## src/rtl/gner_pkg.sv

```systemverilog
// ----------------------------------------------------------------------------
// gner_pkg: shared types and constants for the greedy route unit
// Payload structs, controller state, command and status groups.
// ----------------------------------------------------------------------------
package gner_pkg;

    localparam int NODES_DEF = 8;
    localparam int NODE_W    = 3;
    localparam int WEIGHT_W  = 16;
    localparam int TOTAL_W   = 19;

    localparam logic [TOTAL_W-1:0] TOTAL_MAX = '1;

    localparam logic ACT_WRITE = 1'b0;
    localparam logic ACT_QUERY = 1'b1;

    localparam logic STAT_ROUTE    = 1'b0;
    localparam logic STAT_NO_ROUTE = 1'b1;

    typedef struct packed {
        logic                action;
        logic [NODE_W-1:0]   from_node;
        logic [NODE_W-1:0]   to_node;
        logic [WEIGHT_W-1:0] weight;
        logic [NODE_W-1:0]   start_node;
        logic [NODE_W-1:0]   end_node;
    } t_in_item;

    typedef struct packed {
        logic [TOTAL_W-1:0] total_time;
        logic               status;
    } t_out_item;

    typedef enum logic [2:0] {
        S_CLEAR,
        S_IDLE,
        S_SCAN,
        S_WAIT,
        S_EVAL,
        S_OUT
    } t_state;

    typedef enum logic [1:0] {
        RSEL_TRIVIAL,
        RSEL_NO_ROUTE,
        RSEL_ROUTE
    } t_res_sel;

    typedef struct packed {
        logic     clr_we;
        logic     wr_en;
        logic     load_query;
        logic     scan_issue;
        logic     eval;
        logic     res_set;
        t_res_sel res_sel;
        logic     out_load;
    } t_dp_cmd;

    typedef struct packed {
        logic is_query;
        logic trivial;
        logic out_of_range;
        logic clr_last;
        logic col_last;
        logic found;
        logic next_is_end;
        logic steps_max;
        logic out_free;
    } t_dp_status;

endpackage

```

## src/rtl/gner_ctrl.sv

```systemverilog
// ----------------------------------------------------------------------------
// gner_ctrl: sequencer for the greedy route unit
// Runs the clearing pass, takes transfers, steps row scans and result hand-off.
// ----------------------------------------------------------------------------
module gner_ctrl (
    input  logic                  i_clk,
    input  logic                  i_rst_n,
    input  logic                  i_in_valid,
    input  gner_pkg::t_dp_status  i_status,
    output gner_pkg::t_dp_cmd     o_cmd,
    output logic                  o_in_stall
);
    import gner_pkg::*;

    t_state r_state;
    t_state n_state;

    always_ff @(posedge i_clk) begin
        if (!i_rst_n) begin
            r_state <= S_CLEAR;
        end else begin
            r_state <= n_state;
        end
    end

    // next state
    always_comb begin
        n_state = r_state;
        case (r_state)
            S_CLEAR: begin
                if (i_status.clr_last) n_state = S_IDLE;
            end
            S_IDLE: begin
                if (i_in_valid && i_status.is_query) begin
                    if (i_status.trivial || i_status.out_of_range) begin
                        n_state = S_OUT;
                    end else begin
                        n_state = S_SCAN;
                    end
                end
            end
            S_SCAN: begin
                if (i_status.col_last) n_state = S_WAIT;
            end
            S_WAIT: begin
                n_state = S_EVAL;
            end
            S_EVAL: begin
                if (!i_status.found || i_status.next_is_end || i_status.steps_max) begin
                    n_state = S_OUT;
                end else begin
                    n_state = S_SCAN;
                end
            end
            S_OUT: begin
                if (i_status.out_free) n_state = S_IDLE;
            end
            default: begin
                n_state = S_CLEAR;
            end
        endcase
    end

    // outputs
    always_comb begin
        o_cmd      = '0;
        o_in_stall = 1'b1;
        case (r_state)
            S_CLEAR: begin
                o_cmd.clr_we = 1'b1;
            end
            S_IDLE: begin
                o_in_stall = 1'b0;
                if (i_in_valid) begin
                    if (!i_status.is_query) begin
                        o_cmd.wr_en = 1'b1;
                    end else if (i_status.trivial) begin
                        o_cmd.res_set = 1'b1;
                        o_cmd.res_sel = RSEL_TRIVIAL;
                    end else if (i_status.out_of_range) begin
                        o_cmd.res_set = 1'b1;
                        o_cmd.res_sel = RSEL_NO_ROUTE;
                    end else begin
                        o_cmd.load_query = 1'b1;
                    end
                end
            end
            S_SCAN: begin
                o_cmd.scan_issue = 1'b1;
            end
            S_WAIT: begin
            end
            S_EVAL: begin
                o_cmd.eval = 1'b1;
                if (!i_status.found) begin
                    o_cmd.res_set = 1'b1;
                    o_cmd.res_sel = RSEL_NO_ROUTE;
                end else if (i_status.next_is_end) begin
                    o_cmd.res_set = 1'b1;
                    o_cmd.res_sel = RSEL_ROUTE;
                end else if (i_status.steps_max) begin
                    o_cmd.res_set = 1'b1;
                    o_cmd.res_sel = RSEL_NO_ROUTE;
                end
            end
            S_OUT: begin
                o_cmd.out_load = i_status.out_free;
            end
            default: begin
            end
        endcase
    end

endmodule

```

## src/rtl/gner_dp.sv

```systemverilog
// ----------------------------------------------------------------------------
// gner_dp: datapath for the greedy route unit
// Edge memory, row scan with running minimum, route total and result register.
// ----------------------------------------------------------------------------
module gner_dp #(
    parameter int NODES = gner_pkg::NODES_DEF
) (
    input  logic                 i_clk,
    input  logic                 i_rst_n,
    input  gner_pkg::t_in_item   i_in_item,
    input  gner_pkg::t_dp_cmd    i_cmd,
    input  logic                 i_out_stall,
    output gner_pkg::t_dp_status o_status,
    output logic                 o_out_valid,
    output gner_pkg::t_out_item  o_out_item
);
    import gner_pkg::*;

    localparam int DEPTH = NODES * NODES;
    localparam int NW    = $clog2(NODES);
    localparam int AW    = $clog2(DEPTH);
    localparam int CW    = NODE_W + 4;   // compare width, holds NODES up to 64

    logic [WEIGHT_W-1:0] mem [DEPTH];

    logic [AW-1:0]       r_clr;
    logic [NW-1:0]       r_node;
    logic [NW-1:0]       r_end;
    logic [NW-1:0]       r_col;
    logic [NW-1:0]       r_rd_col;
    logic                r_rd_vld;
    logic [WEIGHT_W-1:0] r_rd_data;
    logic [WEIGHT_W-1:0] r_best;
    logic [NW-1:0]       r_next;
    logic                r_found;
    logic [NW-1:0]       r_steps;
    logic [TOTAL_W-1:0]  r_total;
    t_out_item           r_res;
    t_out_item           r_out;
    logic                r_out_valid;

    logic                wr_ok;
    logic                we;
    logic [AW-1:0]       wr_addr;
    logic [WEIGHT_W-1:0] wr_data;
    logic [AW-1:0]       rd_addr;
    logic [TOTAL_W:0]    sum;
    logic [TOTAL_W-1:0]  sum_sat;
    logic                take;

    // index checks on the raw 3-bit fields
    assign wr_ok = (CW'(i_in_item.from_node) < CW'(NODES)) &&
                   (CW'(i_in_item.to_node) < CW'(NODES));

    assign we      = i_cmd.clr_we || (i_cmd.wr_en && wr_ok);
    assign wr_addr = i_cmd.clr_we ? r_clr :
                     AW'(AW'(NW'(i_in_item.from_node)) * AW'(NODES) +
                         AW'(NW'(i_in_item.to_node)));
    assign wr_data = i_cmd.clr_we ? '0 : i_in_item.weight;
    assign rd_addr = AW'(AW'(r_node) * AW'(NODES) + AW'(r_col));

    always_ff @(posedge i_clk) begin
        if (we) begin
            mem[wr_addr] <= wr_data;
        end
        if (i_cmd.scan_issue) begin
            r_rd_data <= mem[rd_addr];
        end
    end

    assign sum     = {1'b0, r_total} + (TOTAL_W + 1)'(r_best);
    assign sum_sat = sum[TOTAL_W] ? TOTAL_MAX : sum[TOTAL_W-1:0];
    assign take    = r_rd_vld && (r_rd_data != '0) && (!r_found || r_rd_data < r_best);

    // control-side registers
    always_ff @(posedge i_clk) begin
        if (!i_rst_n) begin
            r_clr       <= '0;
            r_col       <= '0;
            r_rd_vld    <= 1'b0;
            r_found     <= 1'b0;
            r_steps     <= '0;
            r_out_valid <= 1'b0;
        end else begin
            if (i_cmd.clr_we) r_clr <= r_clr + AW'(1);
            r_rd_vld <= i_cmd.scan_issue;
            if (i_cmd.load_query || i_cmd.eval) begin
                r_col   <= '0;
                r_found <= 1'b0;
            end else begin
                if (i_cmd.scan_issue) r_col <= r_col + NW'(1);
                if (take) r_found <= 1'b1;
            end
            if (i_cmd.load_query) begin
                r_steps <= '0;
            end else if (i_cmd.eval) begin
                r_steps <= r_steps + NW'(1);
            end
            if (i_cmd.out_load) begin
                r_out_valid <= 1'b1;
            end else if (!i_out_stall) begin
                r_out_valid <= 1'b0;
            end
        end
    end

    // payload registers
    always_ff @(posedge i_clk) begin
        if (i_cmd.load_query) begin
            r_node  <= NW'(i_in_item.start_node);
            r_end   <= NW'(i_in_item.end_node);
            r_total <= '0;
        end else if (i_cmd.eval) begin
            r_node  <= r_next;
            r_total <= sum_sat;
        end
        if (take) begin
            r_best <= r_rd_data;
            r_next <= r_rd_col;
        end
        if (i_cmd.scan_issue) r_rd_col <= r_col;
        if (i_cmd.res_set) begin
            case (i_cmd.res_sel)
                RSEL_TRIVIAL: begin
                    r_res.total_time <= '0;
                    r_res.status     <= STAT_ROUTE;
                end
                RSEL_ROUTE: begin
                    r_res.total_time <= sum_sat;
                    r_res.status     <= STAT_ROUTE;
                end
                default: begin
                    r_res.total_time <= '0;
                    r_res.status     <= STAT_NO_ROUTE;
                end
            endcase
        end
        if (i_cmd.out_load) r_out <= r_res;
    end

    assign o_status.is_query     = (i_in_item.action == ACT_QUERY);
    assign o_status.trivial      = (i_in_item.start_node == i_in_item.end_node);
    assign o_status.out_of_range = (CW'(i_in_item.start_node) >= CW'(NODES)) ||
                                   (CW'(i_in_item.end_node) >= CW'(NODES));
    assign o_status.clr_last     = (r_clr == AW'(DEPTH - 1));
    assign o_status.col_last     = (r_col == NW'(NODES - 1));
    assign o_status.found        = r_found;
    assign o_status.next_is_end  = (r_next == r_end);
    assign o_status.steps_max    = (r_steps == NW'(NODES - 1));
    assign o_status.out_free     = !r_out_valid || !i_out_stall;

    assign o_out_valid = r_out_valid;
    assign o_out_item  = r_out;

endmodule

```

## src/rtl/greedy_nearest_edge_route_unit.sv

```systemverilog
// ----------------------------------------------------------------------------
// greedy_nearest_edge_route_unit: greedy nearest-edge route finder
// Directed weighted edge table with write and route-query transfers.
// ----------------------------------------------------------------------------
//
//  channel | direction | handshake             | payload
//  --------+-----------+-----------------------+---------------------------
//  in      | input     | i_in_valid/o_in_stall | i_in_item  (t_in_item)
//  out     | output    | o_out_valid/i_out_stall | o_out_item (t_out_item)
//
//  An edge write is taken while idle. A query with start equal to end, or
//  with a node index out of range, goes via the result register to the
//  output register with no row scan. A walking query takes up to NODES hops,
//  each scanning one memory row through the single read port, one row entry
//  a cycle. After reset a clearing pass zeroes all NODES*NODES entries, with
//  the input stalled. A full output register holds the unit in its result
//  state until it is taken; the input stalls during any query.
//
module greedy_nearest_edge_route_unit #(
    parameter int NODES = gner_pkg::NODES_DEF
) (
    input  logic                i_clk,
    input  logic                i_rst_n,
    input  logic                i_in_valid,
    output logic                o_in_stall,
    input  gner_pkg::t_in_item  i_in_item,
    output logic                o_out_valid,
    input  logic                i_out_stall,
    output gner_pkg::t_out_item o_out_item
);
    import gner_pkg::*;

    t_dp_cmd    cmd;
    t_dp_status status;

    // sequencer: clearing pass, transfer decode, scan stepping
    gner_ctrl u_ctrl (
        .i_clk      (i_clk),
        .i_rst_n    (i_rst_n),
        .i_in_valid (i_in_valid),
        .i_status   (status),
        .o_cmd      (cmd),
        .o_in_stall (o_in_stall)
    );

    // datapath: edge memory, running minimum, saturating total, result reg
    gner_dp #(
        .NODES (NODES)
    ) u_dp (
        .i_clk       (i_clk),
        .i_rst_n     (i_rst_n),
        .i_in_item   (i_in_item),
        .i_cmd       (cmd),
        .i_out_stall (i_out_stall),
        .o_status    (status),
        .o_out_valid (o_out_valid),
        .o_out_item  (o_out_item)
    );

endmodule
```

## config.mk

```make
export PLATFORM = sky130hd
export DESIGN_NAME = greedy_nearest_edge_route_unit
export DESIGN_NICKNAME = d
export VERILOG_FILES = /design/src/rtl/gner_pkg.sv /design/src/rtl/gner_ctrl.sv /design/src/rtl/gner_dp.sv /design/src/rtl/greedy_nearest_edge_route_unit.sv
export SDC_FILE = /design/constraint.sdc
export NUM_CORES = 1
export LEC_CHECK = 0
export BUFFER_PORTS_ARGS = -buffer_cell sky130_fd_sc_hd__clkbuf_2
export CORE_MARGIN = 4
export CORE_UTILIZATION = 55
export CTS_CLUSTER_SIZE = 25
export DETAILED_ROUTE_END_ITERATION = 16
export GPL_ROUTABILITY_DRIVEN = 0
export PLACE_DENSITY_LB_ADDON = 0.1
export SLEW_MARGIN = 20
export SYNTH_ARGS = -nofsm -noshare
export SYNTH_HDL_FRONTEND = slang
export SYNTH_HIERARCHICAL = 1
export SYNTH_SLANG_ARGS = --single-unit
```

## constraint.sdc

```tcl
create_clock -name i_clk -period 3.5 [get_ports i_clk]
set_input_delay 0.175 -clock i_clk [delete_from_list [all_inputs] [get_ports i_clk]]
set_output_delay 0.175 -clock i_clk [all_outputs]
set_load 0.01 [all_outputs]
```

==> out/results.env <==
RUN_STATUS='complete, no violations'
AREAGROWTHSYNTHTOFINISH_PCT=14.11
REPORT.FINAL.HOLD_VIOL_COUNT=0
FIN_CRIT_SH=0.9099
SYNTH_WARNINGS=6
LAYOUT_MIN_CYCLE_TIME_PS=3185
FLOORPLAN.DIE.WIDTH_UM=294.4
PLACEABLECOREAREA_UM2=80940
CELL_INTERNAL_PWR_uW=22080
CTS-ROOT-TO-SINK-BUFFERS=3
WORSTSKEWPAIRLATENCY_PS=680
NUMBER_OF_ENABLE_TYPE_REGISTER_CELLS_IN_THE_SYNTHESIZED_NETLIST=1108
AREA.SEQUENTIAL_UM2=34020
YOSYS_MOST_USED_DFF='sky130_fd_sc_hd__edfxtp_1'
SWSHARE=0.1893
POSTROUTEANTENNANETS=0
WORST_SETUP_PATH_START_KIND='flip-flop'
REGTOREGSETUPSLACK_PS=320
DESIGN.FINAL.NETS=2408
SEQ_POWER_SHARE=0.547
CP_DATA_REQUIRED_TIME_PS=3860
DP_HPWL_MM=65.04
WHS_PATH_DEPTH=2
RSZ0062_AT_GRT='no'
REL_SLEW_SLACK=0.2964
SYNTH-SEQ-CELLS=1145
CTS_TREE='done'
TOP_LEVEL_PORTS=55
REPORT.POWER.TOTAL_uW=27230
LARGEST_NET_DEGREE_AT_THE_START_OF_GLOBAL_ROUTING=65
NUM_ROWS=104
WORSTPATHARRIVAL_PS=3540
CRITICAL_PATH_PEAK_FANOUT=15
POWER.NET_SWITCHING_uW=5154
WORST_PIN_SLEW_PS=1055
FMAX_MHz=314.0
COMB_POWER_SHARE=0.008
FIN_TNS_SETUP_PS=0
YOSYSSEQAREASHARE=0.7537
POWER_FRAC_CLOCK=0.445
MOSTFREQUENTLAYOUTCELL='sky130_fd_sc_hd__edfxtp_1'
ROUTE.DETAILED.DRC=0
FIN_SKEW_PS=19.04
CELLPOWERDENSITY_nW_PER_UM2=528.8
NETLIST-CELL-TYPE-COUNT=71
VIAS=21920
SYNTH_AREA_PER_CELL_UM2=21.25
MULTI_INPUT_AREA_UM2=10610
POST_CTS.REPAIR.SETUP_BUFFERS=0
POST_DRT_WL_PER_CELL_UM=29.52
FILL_CELLS=5441
MOST_FREQUENT_CELLS_IN_THE_LAYOUT='sky130_fd_sc_hd__edfxtp_1, sky130_fd_sc_hd__mux4_2, sky130_fd_sc_hd__buf_4'
NUMBER_OF_ANTENNA_VIOLATIONS_AT_THE_FIRST_CHECK_IN_GLOBAL_ROUTING=6
FFS_W_ASYNC_S_R_SYNTH=0
SETUP.WORST_PATH.CLASS='flip-flop to flip-flop'
START_UTIL=0.5575
WORST_SETUP_PATH_STARTPOINT='u_ctrl/r_state[1]$_SDFFE_PN0P_'
MAX-CAP-VIOLATIONS=0
DIEAREA_UM2=86690
HOLD_PATH_CLASS='input pin to flip-flop'
HTREEDEPTH=3
WORST_IR_DROP_VDD_mV=0.5315
LEAKAGE_uW=0.01661
DIE_Y_UM=294.4
NUMBER_OF_DETAILED_ROUTE_ITERATIONS_IN_THE_FIRST_PASS=5
REG2REG_FROM='u_ctrl/r_state[1]$_SDFFE_PN0P_'
SYN_NETS=2194
SLEW_VIOL_FINAL=0
REGTOREGENDPOINT='u_dp/mem[27][15]$_DFFE_PP_'
SETUP_VIOLATIONS_FINAL=0
CTS-BUFFERS-INSERTED=111
HOLD_PATH.STARTPOINT='i_in_item[7]'
HOLD_END='u_dp/mem[33][1]$_DFFE_PP_'
VIAS_PER_CELL=6.275
PORTBUFFERS=54
CLKSINKCOUNT=1145
GRT_USE_TOTAL=0.2435
NETLIST_AREA_UM2=45130
DETAILED_ROUTE_WIRE_LENGTH_MM=103.1
CLOCK_TREE.ROOT_CELL='sky130_fd_sc_hd__clkbuf_16'
POST_ROUTE_CELLS_DRIVE_ABOVE_1_SHARE=0.2899
WORST_R2R_PATH_DEPTH=7
PATH_CLK_SLEW_PS=60
GLOBAL_ROUTE_WIRE_LENGTH_BEFORE_REPAIR_MM=152.0
SYNTHESIS.INSTANCES=2124
FIRST_GLOBAL_VIAS=21940
GRT_OVERFLOW_TOTAL=0
DR.FIRST_ITER.DRC_COUNT=2354
ENDPOINT_TYPE_OF_THE_WORST_SETUP_PATH='flip-flop'
critical path, stage by stage, from the launching register on:
cell and delay, ps:
sky130_fd_sc_hd__dfxtp_1 470, sky130_fd_sc_hd__nand2b_1 300, sky130_fd_sc_hd__nor3b_1 320, sky130_fd_sc_hd__nand2_1 130
sky130_fd_sc_hd__o21ai_0 440, sky130_fd_sc_hd__nand2_1 600, sky130_fd_sc_hd__nor2_1 330, sky130_fd_sc_hd__buf_4 280
per-layer routing:
metal	share of wire	GRT usage	wire length [um]
met1	0.41	0.3569	42200
met2	0.49	0.3916	50470
met3	0.079	0.04046	8119
met4	0.022	0.06117	2305
met5	0.00012	0	12
cell families (layout without fill, tap and decap cells):
logic type,after synthesis,count (layout),share of synthesized area
flip-flops,1145,1145,0.7537
XOR/XNOR,26,26,0.005046
AND/OR/NAND/NOR,274,274,0.02911
multiplexers,330,330,0.1604
adder cells (fa/ha/maj),37,37,0.01043
other,1,2,0.00008310
AO/OA/AOI/OAI,172,172,0.02678
buffers and inverters,139,447,0.01445
per-stage QoR:
step | area (um^2) | util | setup WS, ps | std cells | hold slack [ps]
finish | 51490 | 0.6362 | 315.3 | 3493 | 70.12
global route | 51490 | 0.6362 | 111.7 | 3492 | 57.33
CTS | 51490 | 0.6362 | 341.1 | 3492 | 25.79
detailed placement | 47640 | 0.5886 | 340.4 | 3271 | 380.8
global placement | 47640 | 0.5886 | 431.7 | 3271 | 379.6
floorplan | 45130 | - | 99.20 | 2124 | 273.9
Yosys cell counts (all sizes together) (3+ instances only):
master	instances	area, um^2
a311oi	18	157.7
a21o	9	67.56
o22ai	25	156.4
a22oi	8	60.06
edfxtp	1108	33270
nand2b	14	87.58
and2	8	50.05
nand2	46	172.7
o221ai	6	52.55
a211oi	5	42.54
a2111oi	3	63.81
o2111a	3	33.78
o21ai	23	115.1
ha	36	450.4
dfxtp	37	740.7
o21a	5	37.54
mux2	4	45.04
a21oi	45	225.2
buf	61	359.1
inv	28	105.1
xor2	14	122.6
mux2i	12	120.1
nor2b	30	187.7
nor4	8	50.05
or2	3	18.77
mux4	314	7072
nand3	6	30.03
nor2	122	457.9
nand4	11	68.82
clkbuf	50	187.7
nor3b	4	35.03
nor3	11	55.05
xnor2	12	105.1
flip-flops by register name, summed over array words and instances (netlist names):
| name | cells |
|---|---|
| u_dp/mem | 1024 |
| u_dp/o_out_item | 20 |
| u_dp/r_res | 20 |
| u_dp/r_total | 19 |
| u_dp/r_best | 16 |
| u_dp/r_rd_data | 16 |
| u_dp/r_clr | 6 |
| u_ctrl/r_state | 3 |
| u_dp/r_col | 3 |
| u_dp/r_end | 3 |
| u_dp/r_next | 3 |
| u_dp/r_node | 3 |
| u_dp/r_rd_col | 3 |
| u_dp/r_steps | 3 |
| u_dp/o_out_valid | 1 |
| u_dp/r_found | 1 |
| u_dp/r_rd_vld | 1 |
worst max-delay path by stage:
| stage | end | slack (ps) | depth (start not counted) |
|---|---|---|---|
| after global placement | u_dp/mem[27][14]$_DFFE_PP_ | 430 | 7 |
| after global routing | u_dp/mem[27][15]$_DFFE_PP_ | 110 | 7 |
| after detailed placement | u_dp/mem[27][14]$_DFFE_PP_ | 340 | 7 |
| after CTS | u_dp/mem[27][15]$_DFFE_PP_ | 340 | 7 |
| after floorplan | u_dp/mem[0][0]$_DFFE_PP_ | 100 | 6 |
| final | u_dp/mem[27][15]$_DFFE_PP_ | 320 | 7 |
power groups by stage:
| stage | combinational, uW | clock, uW | sequential (uW) |
|---|---|---|---|
| 2_1_floorplan | 105 | 0 | 15200 |
| 3_3_place_gp | 212 | 0 | 15200 |
| 3_5_place_dp | 215 | 0 | 15200 |
| 4_1_cts | 228 | 12300 | 14900 |
| 5_1_grt | 240 | 12900 | 14900 |
| 6_report | 230 | 12100 | 14900 |
layout make-up:
type | instances | share of cell area
multi-input cells | 840 | 0.2060
diodes | 1 | 0.00004860
well taps | 1060 | 0.02576
clock buffers | 142 | 0.05703
repair buffers | 212 | 0.03334
clock inverters | 65 | 0.01504
flip-flops and latches | 1145 | 0.6607
inverters | 28 | 0.002041
what timing repair did:
| action | 4_1_cts | 5_1_grt |
|---|---|---|
| hold buffers | 14 | 0 |
| hold endpoints to repair | 84 | 0 |
| gates resized for setup | 0 | 0 |
(Power assumes the default switching activity.)
